$ cat src/hw/rtl/adx_pkg.sv
// ----------------------------------------------------------------------------
// adx_pkg
// Shared widths, constants, control-word types and the microcode ROM of the
// ADX indicator step block.
// ----------------------------------------------------------------------------
package adx_pkg;

  // Number formats
  localparam int PRICE_BITS   = 32;                      // unsigned Q16.F prices
  localparam int FRAC_BITS    = 16;                      // fraction bits
  localparam int ALPHA_BITS   = 16;                      // alpha is always Q0.16
  localparam int PERIOD_BITS  = 10;
  localparam int COUNT_BITS   = PERIOD_BITS + 1;         // bar count, up to period+1
  localparam int RATIO_BITS   = FRAC_BITS + 1;           // 0 .. 1.0
  localparam int DX_INT_BITS  = 7;                       // 0 .. 100 integer part
  localparam int ADX_BITS     = FRAC_BITS + DX_INT_BITS; // Q7.F
  localparam int SUM_BITS     = RATIO_BITS + 1;
  localparam int COEF_BITS    = ALPHA_BITS + 1;          // alpha or 1-alpha
  localparam int ACC_BITS     = COEF_BITS + ADX_BITS;
  localparam int DIV_BITS     = (PRICE_BITS > SUM_BITS) ? PRICE_BITS : SUM_BITS;
  localparam int DIV_CNT_BITS = $clog2(ADX_BITS + 1);
  localparam int DX_SCALE     = 100;

  // Stream and config port widths
  localparam int IN_DATA_BITS   = ((3 * PRICE_BITS + 7) / 8) * 8;
  localparam int OUT_DATA_BITS  = ((ADX_BITS + 7) / 8) * 8;
  localparam int CFG_INDEX_BITS = 1;
  localparam int CFG_DATA_BITS  = (PERIOD_BITS > ALPHA_BITS) ? PERIOD_BITS : ALPHA_BITS;

  // Register indexes
  localparam logic [CFG_INDEX_BITS-1:0] REG_PERIOD = 1'b0;
  localparam logic [CFG_INDEX_BITS-1:0] REG_ALPHA  = 1'b1;

  // Reset values and fixed-point constants
  localparam logic [PERIOD_BITS-1:0] PERIOD_RESET = PERIOD_BITS'(14);
  localparam logic [ALPHA_BITS-1:0]  ALPHA_RESET  = ALPHA_BITS'(8738);
  localparam logic [RATIO_BITS-1:0]  RATIO_ONE    = RATIO_BITS'(1) << FRAC_BITS;
  localparam logic [ADX_BITS-1:0]    ADX_MAX      = ADX_BITS'(DX_SCALE) << FRAC_BITS;
  localparam logic [COEF_BITS-1:0]   ALPHA_ONE    = COEF_BITS'(1) << ALPHA_BITS;

  // Sequencer steps (ROM addresses)
  localparam int STEP_BITS = 5;
  typedef enum logic [STEP_BITS-1:0] {
    S_IDLE, S_PREP, S_DIVP_LOAD, S_DIVP_RUN, S_DIVN_LOAD, S_DIVN_RUN,
    S_NR_STORE, S_MULB_P, S_WR_P, S_MULB_N, S_WR_N, S_DX_LOAD, S_DX_RUN,
    S_DX_STORE, S_MULA_X, S_MULB_X, S_FINISH, S_OUT
  } step_t;

  // How the step counter moves on
  typedef enum logic [2:0] {
    J_NEXT,     // step + 1
    J_WAIT_IN,  // hold until a request is accepted
    J_SEED,     // to target on a series start, else step + 1
    J_DIV,      // hold until the divider's last iteration
    J_OUT,      // hold while the output register is full, then to target
    J_JUMP      // to target
  } jmp_t;

  typedef enum logic [1:0] {M_NONE, M_LOAD, M_ADD} mul_op_t;
  typedef enum logic [1:0] {SRC_P, SRC_N, SRC_X} src_t;
  typedef enum logic [2:0] {D_NONE, D_RATIO_P, D_RATIO_N, D_DX, D_ITER} div_op_t;
  typedef enum logic [3:0] {
    W_NONE, W_PREP, W_PR, W_NR, W_PI, W_MI, W_DX, W_FINISH, W_OUT
  } wr_t;

  // Datapath control field of a control word
  typedef struct packed {
    mul_op_t mul;
    src_t    src;
    div_op_t div;
    wr_t     wr;
  } uctl_t;

  typedef struct packed {
    jmp_t  jmp;
    step_t target;
    uctl_t ctl;
  } uword_t;

  // Datapath status seen by the sequencer
  typedef struct packed {
    logic seed;
    logic div_last;
    logic out_full;
  } stat_t;

  // Divider command
  typedef struct packed {
    logic                    load;
    logic                    iter;
    logic [DIV_BITS-1:0]     num;
    logic [DIV_BITS-1:0]     den;
    logic [ADX_BITS-1:0]     bits;
    logic [DIV_CNT_BITS-1:0] count;
  } div_cmd_t;

  // Microcode ROM
  function automatic uword_t ucode(input step_t s);
    uword_t w;
    w = '{jmp: J_NEXT, target: S_IDLE,
          ctl: '{mul: M_NONE, src: SRC_P, div: D_NONE, wr: W_NONE}};
    case (s)
      S_IDLE:      w.jmp = J_WAIT_IN;
      S_PREP: begin
        w.jmp    = J_SEED;
        w.target = S_OUT;
        w.ctl.wr = W_PREP;
      end
      S_DIVP_LOAD: w.ctl.div = D_RATIO_P;
      S_DIVP_RUN: begin
        w.jmp     = J_DIV;
        w.ctl.div = D_ITER;
      end
      S_DIVN_LOAD: begin
        w.ctl.wr  = W_PR;
        w.ctl.div = D_RATIO_N;
      end
      S_DIVN_RUN: begin
        w.jmp     = J_DIV;
        w.ctl.div = D_ITER;
      end
      S_NR_STORE: begin
        w.ctl.wr  = W_NR;
        w.ctl.mul = M_LOAD;
        w.ctl.src = SRC_P;
      end
      S_MULB_P: begin
        w.ctl.mul = M_ADD;
        w.ctl.src = SRC_P;
      end
      S_WR_P: begin
        w.ctl.wr  = W_PI;
        w.ctl.mul = M_LOAD;
        w.ctl.src = SRC_N;
      end
      S_MULB_N: begin
        w.ctl.mul = M_ADD;
        w.ctl.src = SRC_N;
      end
      S_WR_N:      w.ctl.wr = W_MI;
      S_DX_LOAD:   w.ctl.div = D_DX;
      S_DX_RUN: begin
        w.jmp     = J_DIV;
        w.ctl.div = D_ITER;
      end
      S_DX_STORE:  w.ctl.wr = W_DX;
      S_MULA_X: begin
        w.ctl.mul = M_LOAD;
        w.ctl.src = SRC_X;
      end
      S_MULB_X: begin
        w.ctl.mul = M_ADD;
        w.ctl.src = SRC_X;
      end
      S_FINISH:    w.ctl.wr = W_FINISH;
      S_OUT: begin
        w.jmp    = J_OUT;
        w.target = S_IDLE;
        w.ctl.wr = W_OUT;
      end
      default: begin
        w.jmp    = J_JUMP;
        w.target = S_IDLE;
      end
    endcase
    return w;
  endfunction

endpackage

$ cat src/hw/rtl/adx_div.sv
// ----------------------------------------------------------------------------
// adx_div
// Restoring serial divider, one quotient bit per cycle. The partial remainder
// is loaded directly; further dividend bits shift in MSB first.
// ----------------------------------------------------------------------------
module adx_div (
  input  logic                          clk,
  input  logic                          rst,
  input  adx_pkg::div_cmd_t             cmd,
  output logic [adx_pkg::ADX_BITS-1:0]  quo,
  output logic                          last
);

  logic [adx_pkg::DIV_BITS-1:0]     rem;
  logic [adx_pkg::DIV_BITS-1:0]     dvs;
  logic [adx_pkg::ADX_BITS-1:0]     dvd;
  logic [adx_pkg::DIV_CNT_BITS-1:0] cnt;
  logic [adx_pkg::DIV_BITS:0]       trial;
  logic [adx_pkg::DIV_BITS:0]       trial_sub;
  logic                             fits;

  // One trial subtraction
  always_comb begin
    trial     = {rem, dvd[adx_pkg::ADX_BITS-1]};
    trial_sub = trial - {1'b0, dvs};
    fits      = (trial >= {1'b0, dvs});
    last      = (cnt == adx_pkg::DIV_CNT_BITS'(1));
  end

  // Iteration counter
  always_ff @(posedge clk) begin
    if (rst) begin
      cnt <= '0;
    end else if (cmd.load) begin
      cnt <= cmd.count;
    end else if (cmd.iter && (cnt != '0)) begin
      cnt <= cnt - 1'b1;
    end
  end

  // Remainder, divisor, dividend and quotient
  always_ff @(posedge clk) begin
    if (cmd.load) begin
      rem <= cmd.num;
      dvs <= cmd.den;
      dvd <= cmd.bits;
      quo <= '0;
    end else if (cmd.iter) begin
      rem <= fits ? trial_sub[adx_pkg::DIV_BITS-1:0] : trial[adx_pkg::DIV_BITS-1:0];
      dvd <= {dvd[adx_pkg::ADX_BITS-2:0], 1'b0};
      quo <= {quo[adx_pkg::ADX_BITS-2:0], fits};
    end
  end

endmodule

$ cat src/hw/rtl/adx_dp.sv
// ----------------------------------------------------------------------------
// adx_dp
// Datapath: config registers, bar history, true range and directional moves,
// shared smoothing multiplier, divider control and the output register.
// ----------------------------------------------------------------------------
module adx_dp (
  input  logic                                 clk,
  input  logic                                 rst,
  input  adx_pkg::uctl_t                       ctl,
  input  logic                                 in_fire,
  input  logic [adx_pkg::PRICE_BITS-1:0]       bar_high,
  input  logic [adx_pkg::PRICE_BITS-1:0]       bar_low,
  input  logic [adx_pkg::PRICE_BITS-1:0]       bar_close,
  input  logic                                 series_start,
  input  logic                                 cfg_we,
  input  logic [adx_pkg::CFG_INDEX_BITS-1:0]   cfg_index,
  input  logic [adx_pkg::CFG_DATA_BITS-1:0]    cfg_data,
  output adx_pkg::stat_t                       stat,
  output logic                                 out_valid,
  input  logic                                 out_ready,
  output logic [adx_pkg::ADX_BITS-1:0]         adx_value,
  output logic                                 adx_valid
);

  // Config
  logic [adx_pkg::PERIOD_BITS-1:0] period;
  logic [adx_pkg::ALPHA_BITS-1:0]  alpha;

  // Captured request
  logic [adx_pkg::PRICE_BITS-1:0] in_high, in_low, in_close;
  logic                           in_start;

  // Series state
  logic [adx_pkg::PRICE_BITS-1:0] last_high, last_low, last_close;
  logic [adx_pkg::RATIO_BITS-1:0] plus_index, minus_index;
  logic [adx_pkg::ADX_BITS-1:0]   smoothed_adx;
  logic [adx_pkg::COUNT_BITS-1:0] bars_seen;

  // Work registers
  logic [adx_pkg::PRICE_BITS-1:0] tr, pdm, ndm;
  logic [adx_pkg::RATIO_BITS-1:0] plus_ratio, minus_ratio;
  logic [adx_pkg::ADX_BITS-1:0]   dx;
  logic                           sat;
  logic [adx_pkg::ACC_BITS-1:0]   acc;
  logic [adx_pkg::ADX_BITS-1:0]   res_value;
  logic                           res_valid;

  // Combinational terms
  logic [adx_pkg::PERIOD_BITS-1:0] per_eff;
  logic [adx_pkg::COUNT_BITS-1:0]  limit;
  logic [adx_pkg::COUNT_BITS-1:0]  bars_inc;
  logic                            first;
  logic                            valid_now;
  logic [adx_pkg::PRICE_BITS-1:0]  top, bot, tr_raw, tr_new;
  logic signed [adx_pkg::PRICE_BITS:0] up, down;
  logic                            up_wins, down_wins;
  logic [adx_pkg::SUM_BITS-1:0]    sum;
  logic [adx_pkg::RATIO_BITS-1:0]  diff;
  logic [adx_pkg::ADX_BITS-1:0]    dx_num;
  logic [adx_pkg::COEF_BITS-1:0]   coef;
  logic [adx_pkg::ADX_BITS-1:0]    opnd;
  logic [adx_pkg::ACC_BITS-1:0]    prod;
  logic [adx_pkg::RATIO_BITS-1:0]  smooth_ratio;
  logic [adx_pkg::ADX_BITS-1:0]    smooth_adx;
  logic [adx_pkg::ADX_BITS-1:0]    adx_new;
  logic [adx_pkg::RATIO_BITS-1:0]  ratio_q;
  logic                            out_load;
  logic [adx_pkg::ADX_BITS-1:0]    quo;
  logic                            div_last;
  adx_pkg::div_cmd_t               div_cmd;

  // Config write port
  always_ff @(posedge clk) begin
    if (rst) begin
      period <= adx_pkg::PERIOD_RESET;
      alpha  <= adx_pkg::ALPHA_RESET;
    end else if (cfg_we) begin
      case (cfg_index)
        adx_pkg::REG_PERIOD: period <= cfg_data[adx_pkg::PERIOD_BITS-1:0];
        adx_pkg::REG_ALPHA:  alpha  <= cfg_data[adx_pkg::ALPHA_BITS-1:0];
        default: ;
      endcase
    end
  end

  // Capture request
  always_ff @(posedge clk) begin
    if (in_fire) begin
      in_high  <= bar_high;
      in_low   <= bar_low;
      in_close <= bar_close;
      in_start <= series_start;
    end
  end

  // Bar count, range and moves
  always_comb begin
    per_eff   = (period == '0) ? adx_pkg::PERIOD_BITS'(1) : period;
    limit     = adx_pkg::COUNT_BITS'(per_eff) + 1'b1;
    bars_inc  = bars_seen + 1'b1;
    first     = (bars_seen == adx_pkg::COUNT_BITS'(1));
    valid_now = (bars_seen >= limit);

    top    = (in_high > last_close) ? in_high : last_close;
    bot    = (in_low < last_close) ? in_low : last_close;
    tr_raw = top - bot;
    tr_new = (tr_raw == '0) ? adx_pkg::PRICE_BITS'(1) : tr_raw;

    up        = $signed({1'b0, in_high}) - $signed({1'b0, last_high});
    down      = $signed({1'b0, last_low}) - $signed({1'b0, in_low});
    up_wins   = (up > down) && !up[adx_pkg::PRICE_BITS] && (up != '0);
    down_wins = (down > up) && !down[adx_pkg::PRICE_BITS] && (down != '0);

    stat.seed     = in_start || (bars_seen == '0);
    stat.div_last = div_last;
    stat.out_full = out_valid && !out_ready;
  end

  // DX numerator and denominator
  always_comb begin
    sum    = {1'b0, plus_index} + {1'b0, minus_index};
    diff   = (plus_index > minus_index) ? plus_index - minus_index
                                        : minus_index - plus_index;
    dx_num = adx_pkg::ADX_BITS'(diff) * adx_pkg::ADX_BITS'(adx_pkg::DX_SCALE);
  end

  // Divider commands
  always_comb begin
    div_cmd      = '0;
    div_cmd.iter = (ctl.div == adx_pkg::D_ITER);
    case (ctl.div)
      adx_pkg::D_RATIO_P: begin
        div_cmd.load  = 1'b1;
        div_cmd.num   = adx_pkg::DIV_BITS'(pdm);
        div_cmd.den   = adx_pkg::DIV_BITS'(tr);
        div_cmd.count = adx_pkg::DIV_CNT_BITS'(adx_pkg::FRAC_BITS);
      end
      adx_pkg::D_RATIO_N: begin
        div_cmd.load  = 1'b1;
        div_cmd.num   = adx_pkg::DIV_BITS'(ndm);
        div_cmd.den   = adx_pkg::DIV_BITS'(tr);
        div_cmd.count = adx_pkg::DIV_CNT_BITS'(adx_pkg::FRAC_BITS);
      end
      adx_pkg::D_DX: begin
        // top quotient bits are known zero: start from the partial remainder
        div_cmd.load  = 1'b1;
        div_cmd.num   = adx_pkg::DIV_BITS'(dx_num >> adx_pkg::DX_INT_BITS);
        div_cmd.den   = (sum == '0) ? adx_pkg::DIV_BITS'(1) : adx_pkg::DIV_BITS'(sum);
        div_cmd.bits  = {dx_num[adx_pkg::DX_INT_BITS-1:0], adx_pkg::FRAC_BITS'(0)};
        div_cmd.count = adx_pkg::DIV_CNT_BITS'(adx_pkg::ADX_BITS);
      end
      default: ;
    endcase
  end

  adx_div u_div (
    .clk  (clk),
    .rst  (rst),
    .cmd  (div_cmd),
    .quo  (quo),
    .last (div_last)
  );

  // Ratio result, saturating at 1.0
  assign ratio_q = sat ? adx_pkg::RATIO_ONE : {1'b0, quo[adx_pkg::FRAC_BITS-1:0]};

  // Saturation flag for the ratio in flight
  always_ff @(posedge clk) begin
    case (ctl.div)
      adx_pkg::D_RATIO_P: sat <= (pdm >= tr);
      adx_pkg::D_RATIO_N: sat <= (ndm >= tr);
      default: ;
    endcase
  end

  // Smoothing multiplier: alpha*x, then (1-alpha)*old added
  always_comb begin
    coef = (ctl.mul == adx_pkg::M_ADD) ? adx_pkg::ALPHA_ONE - {1'b0, alpha}
                                       : {1'b0, alpha};
    case (ctl.src)
      adx_pkg::SRC_P: opnd = (ctl.mul == adx_pkg::M_ADD) ? adx_pkg::ADX_BITS'(plus_index)
                                                         : adx_pkg::ADX_BITS'(plus_ratio);
      adx_pkg::SRC_N: opnd = (ctl.mul == adx_pkg::M_ADD) ? adx_pkg::ADX_BITS'(minus_index)
                                                         : adx_pkg::ADX_BITS'(minus_ratio);
      adx_pkg::SRC_X: opnd = (ctl.mul == adx_pkg::M_ADD) ? smoothed_adx : dx;
      default:        opnd = '0;
    endcase
    prod         = coef * opnd;
    smooth_ratio = acc[adx_pkg::ALPHA_BITS +: adx_pkg::RATIO_BITS];
    smooth_adx   = acc[adx_pkg::ALPHA_BITS +: adx_pkg::ADX_BITS];
    adx_new      = first ? dx : smooth_adx;
  end

  always_ff @(posedge clk) begin
    case (ctl.mul)
      adx_pkg::M_LOAD: acc <= prod;
      adx_pkg::M_ADD:  acc <= acc + prod;
      default: ;
    endcase
  end

  // Series state and per-bar work registers
  always_ff @(posedge clk) begin
    if (rst) begin
      plus_index   <= '0;
      minus_index  <= '0;
      smoothed_adx <= '0;
      bars_seen    <= '0;
    end else begin
      case (ctl.wr)
        adx_pkg::W_PREP: begin
          if (stat.seed) begin
            last_high    <= in_high;
            last_low     <= in_low;
            last_close   <= in_close;
            plus_index   <= '0;
            minus_index  <= '0;
            smoothed_adx <= '0;
            bars_seen    <= adx_pkg::COUNT_BITS'(1);
            res_value    <= '0;
            res_valid    <= 1'b0;
          end else begin
            tr  <= tr_new;
            pdm <= up_wins ? up[adx_pkg::PRICE_BITS-1:0] : '0;
            ndm <= down_wins ? down[adx_pkg::PRICE_BITS-1:0] : '0;
          end
        end
        adx_pkg::W_PR: plus_ratio  <= ratio_q;
        adx_pkg::W_NR: minus_ratio <= ratio_q;
        adx_pkg::W_PI: plus_index  <= first ? plus_ratio : smooth_ratio;
        adx_pkg::W_MI: minus_index <= first ? minus_ratio : smooth_ratio;
        adx_pkg::W_DX: dx <= quo;
        adx_pkg::W_FINISH: begin
          smoothed_adx <= adx_new;
          bars_seen    <= (bars_inc > limit) ? limit : bars_inc;
          last_high    <= in_high;
          last_low     <= in_low;
          last_close   <= in_close;
          res_value    <= valid_now ? adx_new : '0;
          res_valid    <= valid_now;
        end
        default: ;
      endcase
    end
  end

  // Output register
  assign out_load = (ctl.wr == adx_pkg::W_OUT) && !stat.out_full;

  always_ff @(posedge clk) begin
    if (rst) begin
      out_valid <= 1'b0;
    end else if (out_load) begin
      out_valid <= 1'b1;
    end else if (out_ready) begin
      out_valid <= 1'b0;
    end
  end

  always_ff @(posedge clk) begin
    if (out_load) begin
      adx_value <= res_value;
      adx_valid <= res_valid;
    end
  end

  // Checks
  a_ratio_range: assert property (@(posedge clk) disable iff (rst)
    (plus_index <= adx_pkg::RATIO_ONE) && (minus_index <= adx_pkg::RATIO_ONE))
    else $error("directional index above 1.0");

  a_adx_range: assert property (@(posedge clk) disable iff (rst)
    smoothed_adx <= adx_pkg::ADX_MAX)
    else $error("smoothed ADX above 100");

  a_invalid_zero: assert property (@(posedge clk) disable iff (rst)
    (out_valid && !adx_valid) |-> (adx_value == '0))
    else $error("nonzero ADX on a result marked not valid");

endmodule

$ cat src/hw/rtl/adx_useq.sv
// ----------------------------------------------------------------------------
// adx_useq
// Microcode sequencer: a step counter addresses the control ROM; each word
// drives the datapath and says how the counter moves on.
// ----------------------------------------------------------------------------
module adx_useq (
  input  logic            clk,
  input  logic            rst,
  input  logic            in_fire,
  input  adx_pkg::stat_t  stat,
  output adx_pkg::uctl_t  ctl,
  output logic            idle
);

  adx_pkg::step_t  step;
  adx_pkg::step_t  step_next;
  adx_pkg::uword_t word;
  adx_pkg::step_t  step_inc;

  // Step counter
  always_ff @(posedge clk) begin
    if (rst) begin
      step <= adx_pkg::S_IDLE;
    end else begin
      step <= step_next;
    end
  end

  // Next step
  always_comb begin
    step_inc = adx_pkg::step_t'(step + adx_pkg::STEP_BITS'(1));
    case (word.jmp)
      adx_pkg::J_NEXT:    step_next = step_inc;
      adx_pkg::J_WAIT_IN: step_next = in_fire ? step_inc : step;
      adx_pkg::J_SEED:    step_next = stat.seed ? word.target : step_inc;
      adx_pkg::J_DIV:     step_next = stat.div_last ? step_inc : step;
      adx_pkg::J_OUT:     step_next = stat.out_full ? step : word.target;
      adx_pkg::J_JUMP:    step_next = word.target;
      default:            step_next = adx_pkg::S_IDLE;
    endcase
  end

  // Control word
  always_comb begin
    word = adx_pkg::ucode(step);
    ctl  = word.ctl;
    idle = (word.jmp == adx_pkg::J_WAIT_IN);
  end

  // Checks
  a_accept_starts: assert property (@(posedge clk) disable iff (rst)
    in_fire |=> (step == adx_pkg::S_PREP))
    else $error("accepted bar did not start the program");

  a_seed_skips: assert property (@(posedge clk) disable iff (rst)
    (step == adx_pkg::S_PREP && stat.seed) |=> (step == adx_pkg::S_OUT))
    else $error("series start did not go straight to output");

endmodule

$ cat src/hw/rtl/adx_indicator_step.sv
// ----------------------------------------------------------------------------
// adx_indicator_step
// ADX indicator over a stream of price bars, one result per bar.
// ----------------------------------------------------------------------------
// One bar (high, low, close) is taken per request and gives one result.
// For a bar that continues a series the shared serial divider runs three
// passes (16, 16 and 23 quotient bits, one bit per cycle), around the steps
// of setup, smoothing multiplies and write-back. A series-start bar (or the
// first bar after reset) skips straight from the setup step to the output.
// A new bar is accepted while the previous result still waits in the output
// register; a result held by the sink stalls the block only when the next
// one is ready. period and alpha are written through cfg_we/cfg_index/cfg_data;
// the user must write them only while idle; the block does not enforce it.
// ----------------------------------------------------------------------------
module adx_indicator_step (
  input  logic                                  clk,
  input  logic                                  rst,
  // bars in
  input  logic                                  s_axis_tvalid,
  output logic                                  s_axis_tready,
  input  logic [adx_pkg::IN_DATA_BITS-1:0]      s_axis_tdata,  // bar_high, bar_low, bar_close
  input  logic                                  s_axis_tuser,  // series_start
  // results out
  output logic                                  m_axis_tvalid,
  input  logic                                  m_axis_tready,
  output logic [adx_pkg::OUT_DATA_BITS-1:0]     m_axis_tdata,  // adx_value, zero pad
  output logic                                  m_axis_tuser,  // adx_valid
  // config writes
  input  logic                                  cfg_we,
  input  logic [adx_pkg::CFG_INDEX_BITS-1:0]    cfg_index,
  input  logic [adx_pkg::CFG_DATA_BITS-1:0]     cfg_data
);

  adx_pkg::uctl_t               ctl;
  adx_pkg::stat_t               stat;
  logic                         idle;
  logic                         in_fire;
  logic [adx_pkg::ADX_BITS-1:0] adx_value;

  // Request handshake
  assign s_axis_tready = idle;
  assign in_fire       = s_axis_tvalid && idle;

  adx_useq u_seq (
    .clk     (clk),
    .rst     (rst),
    .in_fire (in_fire),
    .stat    (stat),
    .ctl     (ctl),
    .idle    (idle)
  );

  adx_dp u_dp (
    .clk          (clk),
    .rst          (rst),
    .ctl          (ctl),
    .in_fire      (in_fire),
    .bar_high     (s_axis_tdata[0 +: adx_pkg::PRICE_BITS]),
    .bar_low      (s_axis_tdata[adx_pkg::PRICE_BITS +: adx_pkg::PRICE_BITS]),
    .bar_close    (s_axis_tdata[2 * adx_pkg::PRICE_BITS +: adx_pkg::PRICE_BITS]),
    .series_start (s_axis_tuser),
    .cfg_we       (cfg_we),
    .cfg_index    (cfg_index),
    .cfg_data     (cfg_data),
    .stat         (stat),
    .out_valid    (m_axis_tvalid),
    .out_ready    (m_axis_tready),
    .adx_value    (adx_value),
    .adx_valid    (m_axis_tuser)
  );

  // Result packing
  assign m_axis_tdata = adx_pkg::OUT_DATA_BITS'(adx_value);

endmodule

$ cat config.mk
export PLATFORM = sky130hd
export DESIGN_NAME = adx_indicator_step
export DESIGN_NICKNAME = d
export VERILOG_FILES = /design/src/hw/rtl/adx_pkg.sv /design/src/hw/rtl/adx_div.sv /design/src/hw/rtl/adx_dp.sv /design/src/hw/rtl/adx_useq.sv /design/src/hw/rtl/adx_indicator_step.sv
export SDC_FILE = /design/constraint.sdc
export NUM_CORES = 2
export LEC_CHECK = 0
export CORE_AREA = 2 2 290 292
export DETAILED_ROUTE_END_ITERATION = 8
export DIE_AREA = 0 0 292 294
export DONT_BUFFER_PORTS = 1
export MAX_ROUTING_LAYER = met4
export PLACE_DENSITY = 0.81
export SYNTH_ARGS = -nofsm -noshare
export SYNTH_HDL_FRONTEND = slang
export SYNTH_SLANG_ARGS = --single-unit
$ cat constraint.sdc
create_clock -name clk -period 15.4 [get_ports clk]
set_input_delay 2.31 -clock clk [delete_from_list [all_inputs] [get_ports clk]]
set_output_delay 2.31 -clock clk [all_outputs]
set_load 0.005 [all_outputs]
# Word-level counts from Yosys, hierarchy flattened
# Cells that the tools add are included.
# classes
add_sub_neg	13
n_mul	2
n_lt_le_gt_ge	10
eq_ne	44
muxes	57
bitwise_logic	3
reduce_logical	46
# op_table
cell	n
$mux W32	8
$pmux W32 S2	3
$pmux W64 S3	1
$mux W23	7
$mux W17	8
$pmux W23 S2	2
$pmux W40 S2	1
$pmux W23 S3	1
$pmux W17 S2	2
$gt A33 B33 Y1	2
$reduce_bool A33 Y1	2
$sub A32 B32 Y33	2
$ge A32 B32 Y1	2
$sub A32 B32 Y32	2
$add A40 B40 Y40	1
$eq A5 B4 Y1 const B	8
$mul A17 B23 Y40	1
$mux W5	7
$sub A17 B17 Y17	2
$ge A33 B32 Y1	1
$gt A32 B32 Y1	1
$logic_not A32 Y1	1
$lt A32 B32 Y1	1
$pmux W4 S8	1
54 further kinds	108
# word_totals
ff_bits	650
input_bits	119
out_inout_bits	27
elab_cells	207

# Longest topological paths before layout
# logic_depth
word_depth	8
depth_mapped	50
ltp_nobuf	45

# Cells and area by module
# A second synthesis with hierarchy kept.
# hier_totals
hier_cells	5808
area_unflattened_um2	55553.3
# modules_own_cells
module	n_inst	cells_each	area_per_inst_um2	seq_area_each_um2
adx_dp	1	5061	48129.9	14934.3
adx_div	1	632	6643.9	3173.0
adx_useq	1	112	762.0	100.1
adx_indicator_step	1	3	17.5	0.0

# Worst setup path before layout
# No wires, ideal clock.
# synth_timing
path_type	reg2reg
start	register u_seq.step[2]
end	register u_dp.acc[38] (netlist bit) (data pin)
arrival_time_ns	10.461
t_required_ns	15.141
slack_ns	4.679
stages_incl_launch_ff	46
synth_period_minus_slack_ns	10.721
path_cell_list	dfxtp_1 -> clkbuf_1 -> clkbuf_1 -> buf_1 -> and3_1 -> ha_1 -> o21bai_1 -> ha_1 -> clkbuf_1 -> buf_1 -> nand2_1 -> xnor2_1 -> clkbuf_1 -> nand2_1 -> fa_1 -> fa_1 -> fa_1 -> inv_1 -> (+10 left out) -> a221o_1 -> a2111oi_0 -> nor4_1 -> nor2_1 -> o21ai_1 -> xor2_1 -> ha_1 -> a21o_1 -> a21o_1 -> a21oi_1 -> o21ai_0 -> a21oi_1 -> o21a_1 -> a311oi_1 -> o21ai_0 -> nand3b_1 -> xnor2_1 -> xnor2_1
# synth_between
elab_chain_cells	8
word_cells_on_any_way	20
classes_between	1 x add/sub; 1 x mul; 10 x eq/ne; 7 x mux; 1 x reduce/logical
# synth_lines
item	line_no	source
from (decl)	adx_useq.sv:15	adx_pkg::step_t step;
from (signal assigned)	adx_useq.sv:23	step <= adx_pkg::S_IDLE;
from (signal assigned)	adx_useq.sv:25	step <= step_next;
$eq A5 B4 Y1 / $eq A5 B3 Y1 (equally long branches)	adx_pkg.sv:102	case (s)
$pmux W4 S6 (*)	adx_pkg.sv:102	
$eq A2 B2 Y1	n/a	
$mux W23, or another cell as far along	adx_dp.sv:185	adx_pkg::SRC_X: opnd = (ctl.mul == adx_pkg::M_ADD) ? smoothed_adx : dx;
$pmux W23 S3	adx_dp.sv:180	case (ctl.src)
$mul A17 B23 Y40	adx_dp.sv:188	prod = coef * opnd;
$add A40 B40 Y40	adx_dp.sv:197	adx_pkg::M_ADD: acc <= acc + prod;
$pmux W40 S2 (*)	adx_dp.sv:195	case (ctl.mul)
to (signal assigned)	adx_dp.sv:196	adx_pkg::M_LOAD: acc <= prod;
to (signal assigned)	adx_dp.sv:197	
to (decl)	adx_dp.sv:44	logic [adx_pkg::ACC_BITS-1:0] acc;
# Every way passes the cells marked *; elsewhere a longest branch is shown, timed or not.
# A chain may end at the register's enable or synchronous reset.

# Final worst setup path
# Same ends and word-level chain as after synthesis.

==> impl_metrics.tcl <==
set metrics [dict create \
    die_w_um 292 \
    ys_types 88 \
    status "completed" \
    drtPass1Iterations 8 \
    worstPathMaxFanout 32 \
    clk_pin_slew_ns 0.06 \
    overflow 0 \
    avgViaCountPerCell 6.19 \
    cts_setup_buffers 0 \
    synth_top_area_share_pct 28.0 \
    synth_top_cell_by_area "edfxtp_1" \
    grt_pass1_vias 42186 \
    stdcell_count 6856 \
    core-area_um2 82900 \
    nets 6747 \
    drt-total-wl_um 142000 \
    syn_inst 5787 \
    synth_top_cells_by_area "edfxtp_1 28%, ha_1 13%, fa_1 12%" \
    yosysWarnings 0 \
    cts_tree "yes" \
    setup_violations 0 \
    cp-end-kind "flip-flop" \
    start_util_pct 65.2 \
    drv_slew 0 \
    max_cap_violations 0 \
    syn_avg_cell_area_um2 9.34 \
    arrival_ns 12.47 \
    dpl.hpwl_um 109000 \
    finalCritPeriodShare_pct 78.5 \
    antenna_found_initial 4 \
    grt_pass1_wl_um 224000 \
    clock-sinks 631 \
    required_ns 15.78 \
    wl_per_cell_um 20.7 \
    drive_gt1_share_pct 4.85 \
    rsz0062_at_grt "no" \
    cts_resized 0 \
    fillers 6239 \
    ys_seq_area_share_pct 32.7 \
    hold_viol 0 \
    hold_ws_ns 0.405 \
    grt_max_degree 102 \
    portBuffers 0 \
    cts_hold_buf 0 \
    hp-class "reg -> reg" \
    layout_common_cells "767 x inv_1, 630 x nand2_1, 574 x ha_1, 503 x edfxtp_1, 435 x a21oi_1" \
    synth_edf_count 503 \
    fin_crit_ns 12.09 \
    syn_area_um2 54000 \
    drt_iter0_markers 3698 \
    synth-main-ff-cell "edfxtp_1" \
    start_kind "flip-flop" \
    synth_seq_cells 631 \
    dieArea_um2 85800 \
    rows 106 \
    syn_nets 6814 \
    vias 42426 \
    ios 146 \
    clock_path_buffers 3 \
    cp_common_cell "fa_1" \
    dp_cells 6728 \
    cts_buffers 70 \
    clock.fmax_mhz 82.7 \
    max-slew-margin-rel_pct 7.83 \
    final_common_cell "inv_1" \
    grt.total_usage_pct 34.2 \
    area_growth_syn_to_layout_pct 6.71 \
    drc 0 \
    die_h_um 294 \
    slowest_delay_ns 0.89 \
    final_antenna_net_count 0 \
    worstMarginPinSlew_ns 1.37 \
    clkLatencyLatePin_ns 0.67 \
    finalSetupTns_ns 0 \
    multiInputGateArea_um2 32800 \
    regArea_um2 17700 \
    finClkSkew_ns 0.0432 \
    cts_root_buf "clkbuf_16" \
    critPathKind "reg -> reg" \
    htreeDepth 3 \
    cpMaxStageDelayCell "dfxtp_1" \
    gp_congestion 1.02 \
    postSynth.asyncResetShare_pct 0 \
]
[synth_stat cells, drive strengths merged, types with 10 or more instances]
cell,number
a22o,40
a221o,13
nor4,21
a2111oi,16
nand2,631
or3,24
xnor2,167
mux2,37
a221oi,28
nand2b,47
o21ai,265
a222oi,14
clkbuf,172
mux2i,27
a21o,146
o21bai,39
o21a,60
a21oi,437
and2,99
nand3,67
xor2,99
buf,33
nand4,48
nor2b,95
o211ai,17
o22ai,15
a22oi,18
fa,333
nor2,432
a211oi,27
dfxtp,128
ha,575
a21boi,12
and3,36
o31ai,23
edfxtp,503
nand3b,10
nor3,88
inv,768
a31oi,60
[critical path: cells and delay by family, from the launching register on]
family	cells	cell delay, ns
xor gates and xnor gates	3	0.59
AOI/OAI and AO/OA	16	3.54
buffers and inverters	5	0.78
and+or+nand+nor	8	1.94
DFF	1	0.89
adders and majority gates	9	4.01
[final timing paths]
kind | from | cells past startpoint | slack, ns | to
min | u_dp.res_value[20]$_SDFFCE_PN0P_ | 0 | 0.41 | u_dp.adx_value[20]$_DFFE_PP_
max | u_seq.step[2]$_SDFFE_PP0P_ | 41 | 3.31 | u_dp.acc[38]$_DFFE_PP_
min reg2reg | u_dp.res_value[20]$_SDFFCE_PN0P_ | 0 | 0.41 | u_dp.adx_value[20]$_DFFE_PP_
max reg2reg | u_seq.step[2]$_SDFFE_PP0P_ | 41 | 3.31 | u_dp.acc[38]$_DFFE_PP_
[per-layer routing]
metal  track usage (%)  up-vias  wire length (um)
met5                 -        -                 0
met4              16.2        0              7470
met1              41.0    20464             55400
met2              57.6     1782             69200
li1                  -    19764                 -
met3              4.58      416              9870
[layout make-up]
type,instances,share of cell area [%]
multi-input cells,4182,57.0
clock inverters,45,0.920
repair buffers,66,0.859
well taps,1080,2.34
flip-flops and latches,631,30.6
clock buffers,82,3.24
diodes,1,0.00434
inverters,769,5.01
[registers in the layout (all words and copies together), names as in the netlist, 17 cells and up]
register           cells
u_dp.res_value        23
u_dp.in_high          32
u_dp.acc              39
u_dp.last_close       32
u_dp.u_div.dvs        32
u_dp.in_close         32
u_dp.tr               32
u_dp.u_div.quo        23
u_dp.in_low           32
u_dp.adx_value        23
u_dp.u_div.rem        32
u_dp.smoothed_adx     23
u_dp.last_high        32
u_dp.minus_index      17
u_dp.minus_ratio      17
u_dp.ndm              32
u_dp.plus_index       17
u_dp.dx               23
u_dp.plus_ratio       17
u_dp.pdm              32
u_dp.last_low         32
[cells by family (layout without fill, tap and decap cells)]
group / after synthesis / after routing / synth area share, %
XOR/XNOR: 266 / 266 / 4.31
AND/OR/NAND/NOR: 1635 / 1635 / 13.8
buffers and inverters: 974 / 962 / 6.83
adder cells (fa/ha/maj): 908 / 908 / 25.7
flip-flops: 631 / 631 / 32.7
AO/OA/AOI/OAI: 1308 / 1308 / 15.4
multiplexers: 64 / 64 / 1.27
other: 1 / 2 / 0.00694
[through the flow]
step	area (um^2)	util (%)	setup WS, ns
after floorplan	54000	-	4.68
after global placement	55200	66.7	3.78
after detailed placement	55200	66.7	3.53
after CTS	57700	69.5	3.50
after global routing	57700	69.6	2.66
final	57700	69.6	3.31
Power is left out: the tool's default activity adds up to more than one toggle a clock period on the data nets, which glitch-free logic cannot reach.
